--- config.mk ---
export PLATFORM = sky130hd
export DESIGN_NAME = argb32_pixel_format_converter_top
export DESIGN_NICKNAME = d
export VERILOG_FILES = /design/src/hdl/argb_pkg.sv /design/src/hdl/argb_lane.sv /design/src/hdl/argb32_pixel_format_converter_top.sv
export SDC_FILE = /design/constraint.sdc
export NUM_CORES = 2
export LEC_CHECK = 0
export ABC_AREA = 1
export ABC_CLOCK_PERIOD_IN_PS = 13100
export BUFFER_PORTS_ARGS = -buffer_cell sky130_fd_sc_hd__buf_4
export CAP_MARGIN = 30
export CORE_MARGIN = 5
export CORE_UTILIZATION = 55
export CTS_CLUSTER_SIZE = 12
export DETAILED_ROUTE_END_ITERATION = 7
export PLACE_DENSITY_LB_ADDON = 0.25
export SETUP_SLACK_MARGIN = 0.5
export SLEW_MARGIN = 20
export SYNTH_ARGS = -nofsm -noshare
export SYNTH_HDL_FRONTEND = slang
export SYNTH_SLANG_ARGS = --single-unit
--- constraint.sdc ---
create_clock -name clk -period 13.1 [get_ports clk]
set_input_delay 1.965 -clock clk [delete_from_list [all_inputs] [get_ports clk]]
set_output_delay 1.965 -clock clk [all_outputs]
set_load 0.02 [all_outputs]
--- src/hdl/argb_pkg.sv ---
// Shared types, constants and rounding helpers for the pixel format converter.
package argb_pkg;

  // Pipeline registers ahead of the output register: one multiply, one setup, eight quotient steps
  localparam int NSTG = 10;
  localparam int QSTEPS = 8;
  localparam int REM_W = 34;
  localparam int DIV_W = 26;
  // 65535^2 / 255, the rounding offset, and twice that, the 16-bit gray-alpha divisor
  localparam logic [REM_W-1:0] WIDE_D = 34'd16842495;
  localparam logic [DIV_W-1:0] WIDE_2D = 26'd33684990;

  typedef enum logic [2:0] {
    MODE_RGB_BGRX  = 3'd0,
    MODE_SWAP_RB   = 3'd1,
    MODE_UNPREM    = 3'd2,
    MODE_PREM      = 3'd3,
    MODE_GRAYA8    = 3'd4,
    MODE_GRAY8     = 3'd5,
    MODE_GRAY16    = 3'd6,
    MODE_GRAYA16   = 3'd7
  } mode_t;

  typedef struct packed {
    mode_t      mode;
    logic [7:0] e0;
    logic [7:0] e1;
    logic [7:0] e2;
    logic [7:0] e3;
    logic [7:0] g6;
    logic [7:0] a7;
    logic       last;
  } side_t;

  // x/255 rounded, for x up to 255*255
  function automatic logic [7:0] div255(input logic [15:0] x);
    logic [16:0] t;
    logic [16:0] s;
    t = {1'b0, x} + 17'd128;
    s = t + (t >> 8);
    return s[15:8];
  endfunction

  // w/257 rounded, for any 16-bit w
  function automatic logic [7:0] div257(input logic [15:0] w);
    logic [16:0] t;
    logic [16:0] s;
    t = {1'b0, w} + 17'd128;
    s = t - (t >> 8);
    return s[15:8];
  endfunction

endpackage

--- src/hdl/argb_lane.sv ---
// One colour lane: product, rounded divide by 255 and an eight-step pipelined quotient.
module argb_lane (
  input  logic                   clk,
  input  logic [argb_pkg::NSTG-1:0] ld,
  input  logic [7:0]             in_c,
  input  logic [7:0]             in_a,
  input  logic [15:0]            in_w0,
  input  logic [15:0]            in_w1,
  input  logic                   in_wide,
  output logic [7:0]             out_q,
  output logic [7:0]             out_pm
);

  localparam int QS = argb_pkg::QSTEPS;
  localparam int RW = argb_pkg::REM_W;
  localparam int DW = argb_pkg::DIV_W;

  logic [15:0]   prod8_r;
  logic [31:0]   prod16_r;
  logic [16:0]   n8_r;
  logic [7:0]    a_r;
  logic          wide_r;
  logic [RW-1:0] rem_r [QS+1];
  logic [DW-1:0] dv_r  [QS+1];
  logic [7:0]    pm_r  [QS+1];
  logic [7:0]    q_r   [QS+1];
  logic [16:0]   n8_nxt;

  // Form 2*255*c + a for the unpremultiply quotient
  always_comb begin
    n8_nxt = ({1'b0, in_c, 8'd0} - {9'd0, in_c}) * 17'd2 + {9'd0, in_a};
  end

  // Multiply stage
  always_ff @(posedge clk) begin
    if (ld[0]) begin
      prod8_r  <= in_c * in_a;
      prod16_r <= in_w0 * in_w1;
      n8_r     <= n8_nxt;
      a_r      <= in_a;
      wide_r   <= in_wide;
    end
  end

  // Setup stage: pick numerator and divisor, finish the divide by 255
  always_ff @(posedge clk) begin
    if (ld[1]) begin
      if (wide_r) begin
        rem_r[0] <= {1'b0, prod16_r, 1'b0} + argb_pkg::WIDE_D;
        dv_r[0]  <= argb_pkg::WIDE_2D;
      end else begin
        rem_r[0] <= {{(RW-17){1'b0}}, n8_r};
        dv_r[0]  <= {{(DW-9){1'b0}}, a_r, 1'b0};
      end
      pm_r[0] <= argb_pkg::div255(prod8_r);
      q_r[0]  <= 8'd0;
    end
  end

  // Restoring quotient steps, most significant bit first
  for (genvar j = 1; j <= QS; j++) begin : g_step
    localparam int K = QS - j;
    logic [RW-1:0] trial;
    logic          take;
    always_comb begin
      trial = {{(RW-DW){1'b0}}, dv_r[j-1]} << K;
      take  = rem_r[j-1] >= trial;
    end
    always_ff @(posedge clk) begin
      if (ld[j+1]) begin
        rem_r[j] <= take ? rem_r[j-1] - trial : rem_r[j-1];
        dv_r[j]  <= dv_r[j-1];
        pm_r[j]  <= pm_r[j-1];
        q_r[j]   <= q_r[j-1] | ({7'd0, take} << K);
      end
    end
  end

  assign out_q  = q_r[QS];
  assign out_pm = pm_r[QS];

endmodule

--- src/hdl/argb32_pixel_format_converter_top.sv ---
// One pixel per cycle sustained while out_stall is low; pixels pass the multiply, setup and quotient stages.
// Most of the depth is in the eight one-bit quotient stages of each colour lane.
// A bubble anywhere in the pipeline is closed up, so input continues while a result waits, until the pipeline is full.
// Reset (rst_n, synchronous, active low) empties the pipeline and sets conversion_mode to 0.
// Top level: three colour lanes and the merging output register.
module argb32_pixel_format_converter_top (
  input  logic        clk,
  input  logic        rst_n,
  input  logic        cfg_valid,
  output logic        cfg_ready,
  input  logic [2:0]  cfg_conversion_mode,
  input  logic        in_valid,
  output logic        in_stall,
  input  logic [15:0] in_elem0,
  input  logic [15:0] in_elem1,
  input  logic [7:0]  in_elem2,
  input  logic [7:0]  in_elem3,
  input  logic        in_end_of_run,
  output logic        out_valid,
  input  logic        out_stall,
  output logic [7:0]  out_byte0,
  output logic [7:0]  out_byte1,
  output logic [7:0]  out_byte2,
  output logic [7:0]  out_byte3,
  output logic        out_run_last
);

  localparam int NS = argb_pkg::NSTG;

  argb_pkg::mode_t   mode_r;
  argb_pkg::side_t   sb_r [NS];
  argb_pkg::side_t   sb_in;
  logic [NS-1:0]     v_r;
  logic [NS:0]       rdy;
  logic              out_valid_r;
  logic [7:0]        ob0_r, ob1_r, ob2_r, ob3_r;
  logic              olast_r;
  logic [7:0]        ob0_nxt, ob1_nxt, ob2_nxt, ob3_nxt;
  logic [7:0]        lane_c [3];
  logic [7:0]        lane_a;
  logic [7:0]        lane_q [3];
  logic [7:0]        lane_pm [3];
  logic [7:0]        res_c [3];
  logic              is_ga8;
  logic              is_wide;

  // Configuration register, always ready
  assign cfg_ready = 1'b1;
  always_ff @(posedge clk) begin
    if (!rst_n) begin
      mode_r <= argb_pkg::MODE_RGB_BGRX;
    end else if (cfg_valid) begin
      mode_r <= argb_pkg::mode_t'(cfg_conversion_mode);
    end
  end

  // Ready chain: a stage loads when it is empty or its successor moves
  always_comb begin
    rdy[NS] = !out_valid_r || !out_stall;
    for (int i = NS - 1; i >= 0; i--) begin
      rdy[i] = !v_r[i] || rdy[i+1];
    end
  end
  assign in_stall = !rdy[0];

  // Capture side data and the narrow 16-bit results at entry
  always_comb begin
    sb_in.mode = mode_r;
    sb_in.e0   = in_elem0[7:0];
    sb_in.e1   = in_elem1[7:0];
    sb_in.e2   = in_elem2;
    sb_in.e3   = in_elem3;
    sb_in.g6   = argb_pkg::div257(in_elem0);
    sb_in.a7   = argb_pkg::div257(in_elem1);
    sb_in.last = in_end_of_run;
  end

  // Advance valid bits and side data
  always_ff @(posedge clk) begin
    if (!rst_n) begin
      v_r <= '0;
    end else begin
      if (rdy[0]) begin
        v_r[0] <= in_valid;
      end
      for (int i = 1; i < NS; i++) begin
        if (rdy[i]) begin
          v_r[i] <= v_r[i-1];
        end
      end
    end
  end

  always_ff @(posedge clk) begin
    if (rdy[0]) begin
      sb_r[0] <= sb_in;
    end
    for (int i = 1; i < NS; i++) begin
      if (rdy[i]) begin
        sb_r[i] <= sb_r[i-1];
      end
    end
  end

  // Lane operands: byte 0 lane takes elem2 (elem0 in GRAYA8 mode), byte 2 lane takes elem0
  always_comb begin
    is_ga8    = mode_r == argb_pkg::MODE_GRAYA8;
    is_wide   = mode_r == argb_pkg::MODE_GRAYA16;
    lane_a    = is_ga8 ? in_elem1[7:0] : in_elem3;
    lane_c[0] = is_ga8 ? in_elem0[7:0] : in_elem2;
    lane_c[1] = is_ga8 ? in_elem0[7:0] : in_elem1[7:0];
    lane_c[2] = in_elem0[7:0];
  end

  for (genvar l = 0; l < 3; l++) begin : g_lane
    argb_lane u_lane (
      .clk     (clk),
      .ld      (rdy[NS-1:0]),
      .in_c    (lane_c[l]),
      .in_a    (lane_a),
      .in_w0   (in_elem0),
      .in_w1   (in_elem1),
      .in_wide (is_wide),
      .out_q   (lane_q[l]),
      .out_pm  (lane_pm[l])
    );
  end

  // Merge lanes into the destination bytes
  always_comb begin
    argb_pkg::side_t s;
    s = sb_r[NS-1];
    res_c[0] = s.e2;
    res_c[1] = s.e1;
    res_c[2] = s.e0;
    for (int l = 0; l < 3; l++) begin
      if (res_c[l] >= s.e3) begin
        res_c[l] = 8'hff;
      end else begin
        res_c[l] = lane_q[l];
      end
    end
    unique case (s.mode)
      argb_pkg::MODE_RGB_BGRX: begin
        ob0_nxt = s.e2; ob1_nxt = s.e1; ob2_nxt = s.e0; ob3_nxt = 8'hff;
      end
      argb_pkg::MODE_SWAP_RB: begin
        ob0_nxt = s.e2; ob1_nxt = s.e1; ob2_nxt = s.e0; ob3_nxt = s.e3;
      end
      argb_pkg::MODE_UNPREM: begin
        priority if (s.e3 == 8'd0) begin
          ob0_nxt = 8'd0; ob1_nxt = 8'd0; ob2_nxt = 8'd0; ob3_nxt = 8'd0;
        end else if (s.e3 == 8'hff) begin
          ob0_nxt = s.e2; ob1_nxt = s.e1; ob2_nxt = s.e0; ob3_nxt = s.e3;
        end else begin
          ob0_nxt = res_c[0]; ob1_nxt = res_c[1]; ob2_nxt = res_c[2]; ob3_nxt = s.e3;
        end
      end
      argb_pkg::MODE_PREM: begin
        ob0_nxt = lane_pm[0]; ob1_nxt = lane_pm[1]; ob2_nxt = lane_pm[2];
        ob3_nxt = s.e3;
      end
      argb_pkg::MODE_GRAYA8: begin
        ob0_nxt = lane_pm[0]; ob1_nxt = lane_pm[0]; ob2_nxt = lane_pm[0];
        ob3_nxt = s.e1;
      end
      argb_pkg::MODE_GRAY8: begin
        ob0_nxt = s.e0; ob1_nxt = s.e0; ob2_nxt = s.e0; ob3_nxt = 8'hff;
      end
      argb_pkg::MODE_GRAY16: begin
        ob0_nxt = s.g6; ob1_nxt = s.g6; ob2_nxt = s.g6; ob3_nxt = 8'hff;
      end
      argb_pkg::MODE_GRAYA16: begin
        ob0_nxt = lane_q[0]; ob1_nxt = lane_q[0]; ob2_nxt = lane_q[0];
        ob3_nxt = s.a7;
      end
      default: begin
        ob0_nxt = 8'd0; ob1_nxt = 8'd0; ob2_nxt = 8'd0; ob3_nxt = 8'd0;
      end
    endcase
  end

  // Output register: hold while stalled
  always_ff @(posedge clk) begin
    if (!rst_n) begin
      out_valid_r <= 1'b0;
    end else if (rdy[NS]) begin
      out_valid_r <= v_r[NS-1];
    end
  end

  always_ff @(posedge clk) begin
    if (rdy[NS]) begin
      ob0_r   <= ob0_nxt;
      ob1_r   <= ob1_nxt;
      ob2_r   <= ob2_nxt;
      ob3_r   <= ob3_nxt;
      olast_r <= sb_r[NS-1].last;
    end
  end

  assign out_valid    = out_valid_r;
  assign out_byte0    = ob0_r;
  assign out_byte1    = ob1_r;
  assign out_byte2    = ob2_r;
  assign out_byte3    = ob3_r;
  assign out_run_last = olast_r;

`ifndef ASSERT_OFF
  a_stall_full: assert property (@(posedge clk) disable iff (!rst_n)
    in_stall |-> (&v_r && out_valid_r && out_stall))
    else $error("input stalled with room in the pipeline");

  a_no_phantom: assert property (@(posedge clk) disable iff (!rst_n)
    (!out_valid_r && !v_r[NS-1]) |=> !out_valid_r)
    else $error("result request without a pixel behind it");

  a_unprem_zero: assert property (@(posedge clk) disable iff (!rst_n)
    (rdy[NS] && v_r[NS-1] && sb_r[NS-1].mode == argb_pkg::MODE_UNPREM
     && sb_r[NS-1].e3 == 8'd0) |=> (out_byte0 == 8'd0 && out_byte3 == 8'd0))
    else $error("zero alpha unpremultiply gave non-zero bytes");
`endif

endmodule
==> flow_metrics.tcl <==
set metrics [dict create \
    outcome "complete, no violations" \
    drv_slew 0 \
    clk_path_buf_depth 3 \
    crit_buf_inv 3 \
    async_reset_ff_frac 0 \
    drv_cap 0 \
    final-seq-area_sq_mm 0.0557 \
    cts-htree-levels 4 \
    die_y_um 466 \
    finalSetupTns_ps 0 \
    initial_utilization 0.552 \
    drt_wl_total_um 332000 \
    vdd_ir_drop_max_mv 0.255 \
    syn_nets 13384 \
    skew_ps 108 \
    cp_max_fo 67 \
    rows 167 \
    synth_cell_types 68 \
    grt_max_degree 155 \
    crit_top_cell "buf_4" \
    intPower_w 0.0178 \
    rsz0062_at_grt "false" \
    dieArea_sq_mm 0.217 \
    critPathMaxStageDelay_ps 480 \
    grt_pass1_wl_um 507000 \
    finalSetupViolCount 0 \
    period_share 0.569 \
    arrival_ps 5490 \
    hpwl_um 261000 \
    synth_edf_count 1844 \
    postSynthAreaPerCell_sq_um 9.27 \
    core_area_sq_mm 0.207 \
    final_nets 13519 \
    cp_top_family "simple AND/OR/NAND/NOR gates" \
    buffer_ports.inserted 91 \
    fillCellCount 17603 \
    grt_pass1_vias 84636 \
    path_clk_slew_ps 60 \
    avgViaCountPerCell 5.67 \
    power_density_mw_per_mm2 254 \
    die_width_um 466 \
    clock_latency_ps 900 \
    syn_inst 12334 \
    clkPwrFrac 0.172 \
    track_usage 0.305 \
    switching_share 0.439 \
    hp-class "flop to flop" \
    min_period_ps 7450 \
    hold_viol 0 \
    crit_type "primary input to output pin" \
    ys_seq_area_frac 0.487 \
    path_cells "buf_4 > nand3_4 > nor2_4 > nand4_4 > buf_4 > nor2_2 > nand2_8 > nor2_2 > nand2_4 > nor2_1 > buf_4" \
    relSlewSlack 0.294 \
    drtIter0Drc 7945 \
    io_pins 93 \
    tightest_slew_ps 1060 \
    syn_area_sq_mm 0.114 \
    antenna_left 0 \
    critPathRequiredTime_ps 11140 \
    cp_slowest_cell "nor2_2" \
    multi_input_area_sq_mm 0.0511 \
    cts_setup_buffers 0 \
    synth_top_flop_cell "edfxtp_1" \
    fmax_mhz 134 \
    power_frac_seq 0.352 \
    antenna_found_initial 17 \
    hold_buffers 0 \
    cts_resized 0 \
    p_leak_nw 55.5 \
    cts_inserted_buffers 196 \
    end_kind "output pin" \
    synthToLayoutAreaGrowth_pct 8.83 \
    num_vias 86842 \
    numClockSinks 1858 \
    yosys_warnings 0 \
    firstDrtPassIters 7 \
    wire_per_inst_um 21.6 \
    start_kind "primary input" \
    drc_errors 0 \
    p_sw_w 0.0139 \
    gp_congestion 0.997 \
    drive_gt1_frac 0.0481 \
    overflow 0 \
    synth-seq-cells 1858 \
    tritoncts "done" \
    comb_power_share 0.476 \
    dpl-instance-area_sq_mm 0.118 \
    clock_tree.root_cell "clkbuf_16" \
    fin_area_sq_mm 0.124 \
]
==> layer usage <==
metal	global-route usage	up-vias	share of wire
li1	-	41526	-
met1	0.417	41379	0.42
met2	0.491	3259	0.46
met3	0.0467	666	0.071
met4	0.123	12	0.047
met5	0	-	0.00021
==> cells in the mapped netlist (18+ instances only) <==
| cell type | count | share of area |
|---|---|---|
| a211oi_1 | 20 | 0.0013 |
| a21boi_0 | 27 | 0.0018 |
| a21o_1 | 44 | 0.0029 |
| a21oi_1 | 665 | 0.029 |
| a31oi_1 | 41 | 0.0022 |
| buf_2 | 112 | 0.0049 |
| clkbuf_1 | 84 | 0.0028 |
| edfxtp_1 | 1844 | 0.48 |
| fa_1 | 326 | 0.057 |
| ha_1 | 667 | 0.073 |
| inv_1 | 1701 | 0.056 |
| inv_2 | 31 | 0.0010 |
| nand2_1 | 2969 | 0.098 |
| nand2_2 | 28 | 0.0015 |
| nand3_1 | 578 | 0.025 |
| nand3b_1 | 51 | 0.0034 |
| nand4_1 | 170 | 0.0093 |
| nor2_1 | 1109 | 0.036 |
| nor3_1 | 197 | 0.0086 |
| nor4_1 | 74 | 0.0041 |
| o211ai_1 | 47 | 0.0031 |
| o21a_1 | 18 | 0.0012 |
| o21ai_0 | 649 | 0.028 |
| o21ai_1 | 50 | 0.0022 |
| o21bai_1 | 60 | 0.0039 |
| or2_2 | 53 | 0.0029 |
| xnor2_1 | 170 | 0.013 |
| xor2_1 | 361 | 0.028 |
==> power by group through the flow <==
stage	Clock [W]	Combinational (W)	Sequential (W)
after floorplan	0	0.0109	0.0102
after global placement	0	0.0146	0.0112
after detailed placement	0	0.0148	0.0112
after CTS	0.00554	0.0149	0.0111
after global routing	0.00581	0.0170	0.0113
final	0.00544	0.0151	0.0111
==> kinds of logic after synthesis <==
logic type	share of synthesized area
AOI/OAI and AO/OA	0.0807
DFF	0.487
buffers and inverters	0.0663
other	0.0000328
and+or+nand+nor	0.195
xor gates and xnor gates	0.0412
adders and majority gates	0.130
==> registers in the layout, indices dropped and copies added, names as in the netlist, 3 cells and up <==
name and cells:
g_lane.u_lane.rem_r 765, sb_r 520, g_lane.u_lane.pm_r 216, g_lane.u_lane.q_r 108, g_lane.u_lane.dv_r 65, g_lane.u_lane.n8_r 49, g_lane.u_lane.prod8_r 48, g_lane.u_lane.prod16_r 32
v_r 10, out_byte0 8, out_byte1 8, out_byte2 8, out_byte3 8, g_lane.u_lane.a_r 7, mode_r 3
==> worst reg2reg max path, cell delays in order, from the launching register on <==
cell and delay [ps]:
dfxtp_1 360, nor2_4 500, nand2_4 420, inv_2 210, or2_2 200, o21ai_0 130, buf_4 220, inv_1 370
buf_4 340, nand2_1 150, fa_1 520, fa_1 540, inv_1 50, fa_1 510, fa_1 500, ha_1 370
a21oi_1 190, inv_1 70, a31oi_1 210, o21ai_0 170, a31oi_1 190, xor2_1 90
==> path summary, 6_finish.rpt <==
kind	from	to	slack [ps]	cells past startpoint
hold reg to reg	g_lane[2].u_lane.q_r[0][45]	g_lane[2].u_lane.q_r[0][53]	350	0
setup / recovery	out_stall	in_stall	5650	11
setup reg to reg	mode_r[0]	g_lane[1].u_lane.prod8_r[12]	6470	21
hold / removal	g_lane[2].u_lane.q_r[0][45]	g_lane[2].u_lane.q_r[0][53]	350	0
==> final cells by class <==
class                           instances  area share
Antenna cell                            7    0.000141
Clock buffer                          263      0.0416
Clock inverter                         82     0.00933
Inverter                             1735      0.0526
Multi-Input combinational cell       8517       0.411
Sequential cell                      1858       0.447
Tap cell                             2704      0.0272
Timing Repair Buffer                  161      0.0107
==> stage by stage <==
step | utilization | std cells | total power, W | hold slack, ps | worst slack, ps
after detailed placement | 0.570 | 14966 | 0.0260 | 405 | 5560
final | 0.601 | 15327 | 0.0317 | 352 | 5650
after CTS | 0.600 | 15311 | 0.0316 | 348 | 5580
after global routing | 0.601 | 15321 | 0.0341 | 359 | 5390
after floorplan | - | 12334 | 0.0211 | 400 | 621
after global placement | 0.569 | 14960 | 0.0258 | 401 | 5540
==> cell usage in the layout (no fill, tap or decap), types with 197 or more instances in the layout <==
cell type  count
o21ai_0      644
nand2_1     2967
ha_1         667
edfxtp_1    1844
fa_1         326
nand3_1      576
a21oi_1      665
inv_1       1696
nor3_1       197
nor2_1      1109
xor2_1       361
Power figures use the tool's default switching activity.
